<file path="src/rtl/grs_pkg.sv">
// Shared types and constants for the grid range sum tree.
// Used by the control sequencer and the top level.
`timescale 1ns / 1ps

package grs_pkg;

  localparam int unsigned BOUND_W = 6;
  localparam int unsigned DATA_W  = 32;

  localparam logic OP_SET   = 1'b0;
  localparam logic OP_QUERY = 1'b1;

  typedef struct packed {
    logic                      op;
    logic [BOUND_W-1:0]        row_lo;
    logic [BOUND_W-1:0]        row_hi;
    logic [BOUND_W-1:0]        col_lo;
    logic [BOUND_W-1:0]        col_hi;
    logic signed [DATA_W-1:0]  value;
  } grs_req_t;

  typedef struct packed {
    logic                      valid;
    logic signed [DATA_W-1:0]  sum;
  } grs_res_t;

  typedef enum logic [7:0] {
    S_CLR     = 8'b0000_0001,
    S_IDLE    = 8'b0000_0010,
    S_UPD_RDA = 8'b0000_0100,
    S_UPD_RDB = 8'b0000_1000,
    S_UPD_WR  = 8'b0001_0000,
    S_Q_ROW   = 8'b0010_0000,
    S_Q_COL   = 8'b0100_0000,
    S_Q_DONE  = 8'b1000_0000
  } grs_state_t;

endpackage

</file>
<file path="src/rtl/grs_ctrl.sv">
// Sequencer for the tree: clearing pass, leaf update walk and rectangle query walk.
// Depends on grs_pkg; drives the ports of one grs_ram.
`timescale 1ns / 1ps

module grs_ctrl import grs_pkg::*; #(
  parameter int unsigned SIDE = 64
) (
  input  logic                               clk,
  input  logic                               rst_n,
  input  logic                               req_valid,
  output logic                               req_ready,
  input  grs_req_t                           req,
  input  logic                               res_ready,
  output grs_res_t                           res,
  output logic                               ram_wr_en,
  output logic [2*$clog2(2*SIDE)-1:0]        ram_wr_addr,
  output logic [DATA_W-1:0]                  ram_wr_data,
  output logic                               ram_rd_en,
  output logic [2*$clog2(2*SIDE)-1:0]        ram_rd_addr,
  input  logic [DATA_W-1:0]                  ram_rd_data
);

  localparam int unsigned CW = (SIDE > 1) ? $clog2(SIDE) : 1;
  localparam int unsigned RW = $clog2(2*SIDE);
  localparam int unsigned AW = 2*RW;

  grs_state_t       state_r, state_nxt;
  logic [AW-1:0]    clr_r, clr_nxt;
  logic [RW-1:0]    lr_r, lr_nxt, lc_r, lc_nxt;
  logic [RW-1:0]    r_r, r_nxt, c_r, c_nxt;
  logic             horiz_r, horiz_nxt;
  logic [DATA_W-1:0] a_r, a_nxt;
  logic [RW-1:0]    rp_r, rp_nxt, rq_r, rq_nxt;
  logic [RW-1:0]    cp_r, cp_nxt, cq_r, cq_nxt;
  logic [RW-1:0]    cl_r, cl_nxt, ch_r, ch_nxt;
  logic [RW-1:0]    rnode_r, rnode_nxt;
  logic             rsel_r, rsel_nxt, csel_r, csel_nxt;
  logic [DATA_W-1:0] acc_r, acc_nxt;
  logic             pend_r;

  logic [CW-1:0]    qa, qb, qc, qd;
  logic [RW:0]      rp_inc, cp_inc;
  logic [RW-1:0]    rq_dec, cq_dec;
  logic [AW-1:0]    upd_a_addr, upd_b_addr;

  function automatic logic [CW-1:0] clamp_idx(input logic [BOUND_W-1:0] x);
    if (32'(x) >= SIDE) begin
      return CW'(SIDE - 1);
    end
    return CW'(x);
  endfunction

  assign qa = clamp_idx(req.row_lo);
  assign qb = clamp_idx(req.row_hi);
  assign qc = clamp_idx(req.col_lo);
  assign qd = clamp_idx(req.col_hi);

  assign rp_inc = {1'b0, rp_r} + (RW+1)'(1);
  assign cp_inc = {1'b0, cp_r} + (RW+1)'(1);
  assign rq_dec = rq_r - RW'(1);
  assign cq_dec = cq_r - RW'(1);

  assign upd_a_addr = horiz_r ? {r_r, c_r[RW-2:0], 1'b0} : {r_r[RW-2:0], 1'b0, c_r};
  assign upd_b_addr = horiz_r ? {r_r, c_r[RW-2:0], 1'b1} : {r_r[RW-2:0], 1'b1, c_r};

  assign req_ready = (state_r == S_IDLE);

  always_comb begin
    state_nxt   = state_r;
    clr_nxt     = clr_r;
    lr_nxt      = lr_r;
    lc_nxt      = lc_r;
    r_nxt       = r_r;
    c_nxt       = c_r;
    horiz_nxt   = horiz_r;
    a_nxt       = a_r;
    rp_nxt      = rp_r;
    rq_nxt      = rq_r;
    cp_nxt      = cp_r;
    cq_nxt      = cq_r;
    cl_nxt      = cl_r;
    ch_nxt      = ch_r;
    rnode_nxt   = rnode_r;
    rsel_nxt    = rsel_r;
    csel_nxt    = csel_r;
    acc_nxt     = pend_r ? acc_r + ram_rd_data : acc_r;
    ram_wr_en   = 1'b0;
    ram_wr_addr = {r_r, c_r};
    ram_wr_data = a_r + ram_rd_data;
    ram_rd_en   = 1'b0;
    ram_rd_addr = upd_a_addr;
    res.valid   = 1'b0;
    res.sum     = acc_r;

    unique case (state_r)
      S_CLR: begin
        ram_wr_en   = 1'b1;
        ram_wr_addr = clr_r;
        ram_wr_data = '0;
        clr_nxt     = clr_r + AW'(1);
        if (&clr_r) begin
          state_nxt = S_IDLE;
        end
      end
      S_IDLE: begin
        if (req_valid) begin
          if (req.op == OP_SET) begin
            if (32'(req.row_lo) < SIDE && 32'(req.col_lo) < SIDE) begin
              lr_nxt      = RW'(SIDE) + RW'(req.row_lo);
              lc_nxt      = RW'(SIDE) + RW'(req.col_lo);
              ram_wr_en   = 1'b1;
              ram_wr_addr = {lr_nxt, lc_nxt};
              ram_wr_data = req.value;
              r_nxt       = lr_nxt;
              c_nxt       = lc_nxt >> 1;
              horiz_nxt   = 1'b1;
              state_nxt   = S_UPD_RDA;
            end
          end else begin
            acc_nxt = '0;
            if (qa > qb || qc > qd) begin
              state_nxt = S_Q_DONE;
            end else begin
              rp_nxt    = RW'(SIDE) + RW'(qa);
              rq_nxt    = RW'(SIDE) + RW'(qb);
              cl_nxt    = RW'(SIDE) + RW'(qc);
              ch_nxt    = RW'(SIDE) + RW'(qd);
              rsel_nxt  = 1'b0;
              state_nxt = S_Q_ROW;
            end
          end
        end
      end
      S_UPD_RDA: begin
        ram_rd_en   = 1'b1;
        ram_rd_addr = upd_a_addr;
        state_nxt   = S_UPD_RDB;
      end
      S_UPD_RDB: begin
        ram_rd_en   = 1'b1;
        ram_rd_addr = upd_b_addr;
        a_nxt       = ram_rd_data;
        state_nxt   = S_UPD_WR;
      end
      S_UPD_WR: begin
        ram_wr_en = 1'b1;
        state_nxt = S_UPD_RDA;
        priority if ((c_r >> 1) != '0) begin
          c_nxt = c_r >> 1;
        end else if (horiz_r) begin
          horiz_nxt = 1'b0;
          r_nxt     = lr_r >> 1;
          c_nxt     = lc_r;
        end else if ((r_r >> 1) != '0) begin
          r_nxt = r_r >> 1;
          c_nxt = lc_r;
        end else begin
          state_nxt = S_IDLE;
        end
      end
      S_Q_ROW: begin
        priority if (rp_r > rq_r) begin
          state_nxt = S_Q_DONE;
        end else if (!rsel_r) begin
          rsel_nxt = 1'b1;
          if (rp_r[0]) begin
            rnode_nxt = rp_r;
            cp_nxt    = cl_r;
            cq_nxt    = ch_r;
            csel_nxt  = 1'b0;
            state_nxt = S_Q_COL;
          end
        end else begin
          rsel_nxt = 1'b0;
          rp_nxt   = rp_inc[RW:1];
          rq_nxt   = rq_dec >> 1;
          if (!rq_r[0]) begin
            rnode_nxt = rq_r;
            cp_nxt    = cl_r;
            cq_nxt    = ch_r;
            csel_nxt  = 1'b0;
            state_nxt = S_Q_COL;
          end
        end
      end
      S_Q_COL: begin
        priority if (cp_r > cq_r) begin
          state_nxt = S_Q_ROW;
        end else if (!csel_r) begin
          csel_nxt    = 1'b1;
          ram_rd_en   = cp_r[0];
          ram_rd_addr = {rnode_r, cp_r};
        end else begin
          csel_nxt    = 1'b0;
          ram_rd_en   = !cq_r[0];
          ram_rd_addr = {rnode_r, cq_r};
          cp_nxt      = cp_inc[RW:1];
          cq_nxt      = cq_dec >> 1;
        end
      end
      S_Q_DONE: begin
        if (!pend_r && res_ready) begin
          res.valid = 1'b1;
          state_nxt = S_IDLE;
        end
      end
      default: begin
        state_nxt = S_CLR;
      end
    endcase
  end

  always_ff @(posedge clk) begin
    if (!rst_n) begin
      state_r <= S_CLR;
      clr_r   <= '0;
      pend_r  <= 1'b0;
    end else begin
      state_r <= state_nxt;
      clr_r   <= clr_nxt;
      pend_r  <= ram_rd_en && (state_r == S_Q_COL);
    end
  end

  always_ff @(posedge clk) begin
    lr_r    <= lr_nxt;
    lc_r    <= lc_nxt;
    r_r     <= r_nxt;
    c_r     <= c_nxt;
    horiz_r <= horiz_nxt;
    a_r     <= a_nxt;
    rp_r    <= rp_nxt;
    rq_r    <= rq_nxt;
    cp_r    <= cp_nxt;
    cq_r    <= cq_nxt;
    cl_r    <= cl_nxt;
    ch_r    <= ch_nxt;
    rnode_r <= rnode_nxt;
    rsel_r  <= rsel_nxt;
    csel_r  <= csel_nxt;
    acc_r   <= acc_nxt;
  end

endmodule

</file>
<file path="config.mk">
export PLATFORM = sky130hd
export DESIGN_NAME = grs_ctrl
export DESIGN_NICKNAME = d
export VERILOG_FILES = /design/src/rtl/grs_pkg.sv /design/src/rtl/grs_ctrl.sv
export SDC_FILE = /design/constraint.sdc
export NUM_CORES = 1
export LEC_CHECK = 0
export BUFFER_PORTS_ARGS = -buffer_cell sky130_fd_sc_hd__buf_2
export CELL_PAD_IN_SITES_DETAIL_PLACEMENT = 0
export CELL_PAD_IN_SITES_GLOBAL_PLACEMENT = 1
export CORE_MARGIN = 2
export CORE_UTILIZATION = 40
export DETAILED_ROUTE_END_ITERATION = 7
export PLACE_DENSITY_LB_ADDON = 0.1
export SYNTH_ARGS = -nofsm -noshare
export SYNTH_HDL_FRONTEND = slang
export SYNTH_SLANG_ARGS = --single-unit
</file>
<file path="constraint.sdc">
create_clock -name clk -period 4.25 [get_ports clk]
set_input_delay 0.85 -clock clk [delete_from_list [all_inputs] [get_ports clk]]
set_output_delay 0.85 -clock clk [all_outputs]
set_load 0.02 [all_outputs]
</file>
==> impl_results.md <==
- Post-synthesis xor/xnor area fraction: 5.777%
- Switching component of the power: roughly 1.7 mW
- Status: complete, but fails checks
- CTS Hold Bufs: 0
- Worst-Skew Late Latency: 430 ps
- Slew HR: 29.08%
- Clk slew on worst S/H paths: 80 ps
- Pwr Density: 348.4 nW/µm²
- Initial drt markers: between 500 and 600
- Proportion of synthesized area in mux cells: 2.985%
- Vias per inst: roughly 5.5
- Sequential power share: between 30% and 40%
- Worst Path Required: 3400 ps
- Die X: 170.3 µm
- Post-Syn Nets: approximately 1.4k
- Critical path, cell by cell: buf_8, ha_4, fa_2, a21o_1, a311oi_2, nor3_2, o21a_1, nand4bb_4, a31oi_1, o21ai_1, or4b_1, nand3_2, buf_6
- Tot GR Track Use: between 20% and 30%
- Clock Skews: 16.09 ps
- Layout cells sized above 1: 23.57%
- Cells after Synth: about 1.2k
- Post-synth EDFFs: 107
- Unique cell type count in the Yosys netlist: 77
- Combinational fraction of design power: 29.7%
- Post-DP Area: roughly 13000 µm²
- Sw Ratio: 35.28%
- Failing checks: setup timing
- First-pass GRT wire length: approximately 50000 µm
- Final RePlAce weighted congestion: slightly below 0.9
- Setup Viol. Count Final: 2
- Syn_area_per_cell: 9.177 µm²
- Compound-Gate Fraction of Synth Area: 20.68%
- TritonCTS Sinks: approximately 160
- Final period utilization: 103.0%
- Vias in the first global route: just over 9k
- Leakage: 5.972 nW
- Sequential share of the synthesized area: approximately two fifths
- TritonCTS buffer count: 17
- Clock Path Buffers: 2
- Fin worst setup slack: -126.5 ps
- Internal power: 3.081 mW
- YS warnings: 0
- CTS H-tree depth: 4
- Routed WL: 31860 µm
- Rows: 60
- Crit-path max cell delay: 490 ps
- Max-slew violation count: 0
- Die Y: 170.3 µm
- Max Cap Viol: 0
- Boundary pin count: about 190
- Pin count of the biggest net entering global routing: 42
- Most common flop cell mapped by yosys: edfxtp_1
- Remaining antenna violation count after routing: 0
- Adder-Cell Fraction of Synth Area: a little over a tenth
- Largest family of logic cells by synthesized area: compound AO/OA/AOI/OAI gates
- Clock power share: 33.5%
- Delay-heaviest family, CP: compound AO/OA/AOI/OAI gates
- Die ar.: 29010 µm²
- Design area: 13670 µm²
- Buffers and inverters on the worst path: 2
- Crit-path max FO: 3
- Antenna violations before repair: 1
- Fin util: 50.56%
- Least-Margin Pin Slew: roughly 1100 ps
- Core area: 27030 µm²
- Synth Register Bits: 162
- RSZ-0062 raised after global routing: true
- Synth Area in Simple Gates: 17.30%
- CP Capture Type: output port
- Slowest stage cell, crit path: or4b_1
- Port bufs: 188
- Routed len/inst: 17.77 µm
- Via count: 9840
- NumNets Final: 1626
- Startpoint types: primary input
- Initial Util: 40.95%
- Final total power: 4.760 mW
- Grt total ovfl: 0
- Clk Tree Root Cell: clkbuf_16
- Mapped cell area: 11070 µm²
- Tmin final: 4376 ps
- DRC: 0
- DP Wirelength: 24100 µm
- Final hold violations: 0
- Setup WS pre-CTS: -486.8 ps
- Fraction of registers with async set/reset: 0%
- Setup Crit Path Kind: primary input to output port
- DRT Pass-1 Iters: 5
- Synth-to-layout area growth: 23.48%
- Worst vdd ir: ~0.19 mV
- Clock tree from TritonCTS: done
- CP arrival: 3530 ps
- HP Class: flop to flop
- Peak Freq: 0.2285 GHz
registers in the layout, summed over array words and instances, names as in the netlist, 7 cells and up:
name and count:
cq_r 7, acc_r 32, rq_r 7, rp_r 7, a_r 32, rnode_r 7
c_r 7, state_r 8, clr_r 14, r_r 7, cp_r 7
synth_stat cells (8+ instances only):
cell        n  area share [%]
nand2_1   124             4.2
edfxtp_1  107              29
a21oi_1   106             4.8
ha_1       93              11
nor2_1     93             3.2
o21ai_0    75             3.4
dfxtp_1    55             9.9
inv_1      51             1.7
xnor2_1    45             3.6
nand3_1    35             1.6
a21o_1     31             2.1
clkbuf_1   31             1.1
xor2_1     28             2.2
nor2b_1    25             1.4
nor3_1     25             1.1
mux2i_1    24             2.2
a211oi_1   18             1.2
a22o_1     18             1.4
nand4_1    17            0.96
or3_1      14            0.79
a22oi_1    12            0.81
and3_1     11            0.62
a31oi_1     9            0.51
and2_1      8            0.45
mux2_2      8            0.81
o21a_1      8            0.54
o21bai_1    8            0.54
area by class of cell:
type | instances | area (µm²)
diodes | 1 | 2.502
clock inverters | 15 | 172.7
flip-flops and latches | 162 | 4315
fillers | 2636 | 13360
well taps | 341 | 426.7
inverters | 53 | 198.9
multi-input cells | 946 | 6598
repair buffers | 258 | 1526
clock buffers | 17 | 425.4
metrics by stage:
stage | setup TNS (ps) | cells | hold WS, ps
2_1_floorplan | 0 | 1206 | 461.7
4_1_cts | -121.5 | 1788 | 482.4
3_3_place_gp | -1883 | 1753 | 456.6
5_1_grt | -470.8 | 1793 | 511.9
3_5_place_dp | -2195 | 1753 | 470.1
6_report | -195.0 | 1793 | 474.4
per-layer routing:
metal  share of wire [%]  vias up  routed length [µm]  GRT usage (%)
met5                   0        -                   0              0
met4                 1.2        0                 387          5.054
met3                 4.3       23                1376          2.535
met2                  47      243               14880          36.55
met1                  48     4626               15210          31.36
li1                    -     4948                   -              -
tightest hold or removal path, delay by kind of cell (launching register included):
family	cells	cell delay, ps
simple gates	2	110
flops	1	330
what timing repair did:
item	in CTS	in global routing
pin swaps	16	13
setup buffers	4	4
setup endpoints to repair	13	12
resized for setup	32	18
placed cells by master (no fill, tap or decap), types with 6 or more instances in the layout:
cell type,n
nand2_1,124
or3_1,14
buf_6,10
nand2b_1,6
a211oi_1,18
xnor2_1,44
a21oi_1,103
nand3_1,32
a31oi_1,8
a22oi_1,12
mux2_2,8
nand3b_1,6
o211ai_1,7
buf_4,65
nor2_1,91
o21a_1,8
dfxtp_1,54
clkbuf_16,17
inv_1,51
nor3_1,24
o21bai_1,7
nor4b_1,6
edfxtp_1,107
nor2b_1,25
a22o_1,18
mux2i_1,24
nand4_1,17
and3_1,11
o21ai_0,72
a21o_1,31
o21ai_1,8
buf_2,182
xor2_1,27
ha_1,88
and2_1,7
power groups by stage:
| stage | clock [mW] | sequential [mW] | combinational (mW) |
|---|---|---|---|
| after floorplan | 0 | 1.79 | 0.863 |
| after global placement | 0 | 1.79 | 1.37 |
| after detailed placement | 0 | 1.79 | 1.37 |
| after CTS | 1.63 | 1.75 | 1.41 |
| after global routing | 1.69 | 1.76 | 1.55 |
| final | 1.59 | 1.75 | 1.41 |
final timing paths:
check	from	to	slack [ps]	depth (start not counted)
worst max-delay path	ram_rd_data[0]	ram_wr_data[30]	-130	13
worst min-delay path	acc_r[31]	acc_r[31]	470	2
worst max register to register	acc_r[10]	acc_r[31]	1180	10
worst min register to register	acc_r[31]	acc_r[31]	470	2
logic make-up after synthesis:
family,count (synthesis)
DFF,162
AOI/OAI and AO/OA,353
and+or+nand+nor,393
muxes,32
buffers and inverters,98
adders and majority gates,95
xor gates and xnor gates,73
Note: power is estimated with default switching activity, not from simulation.
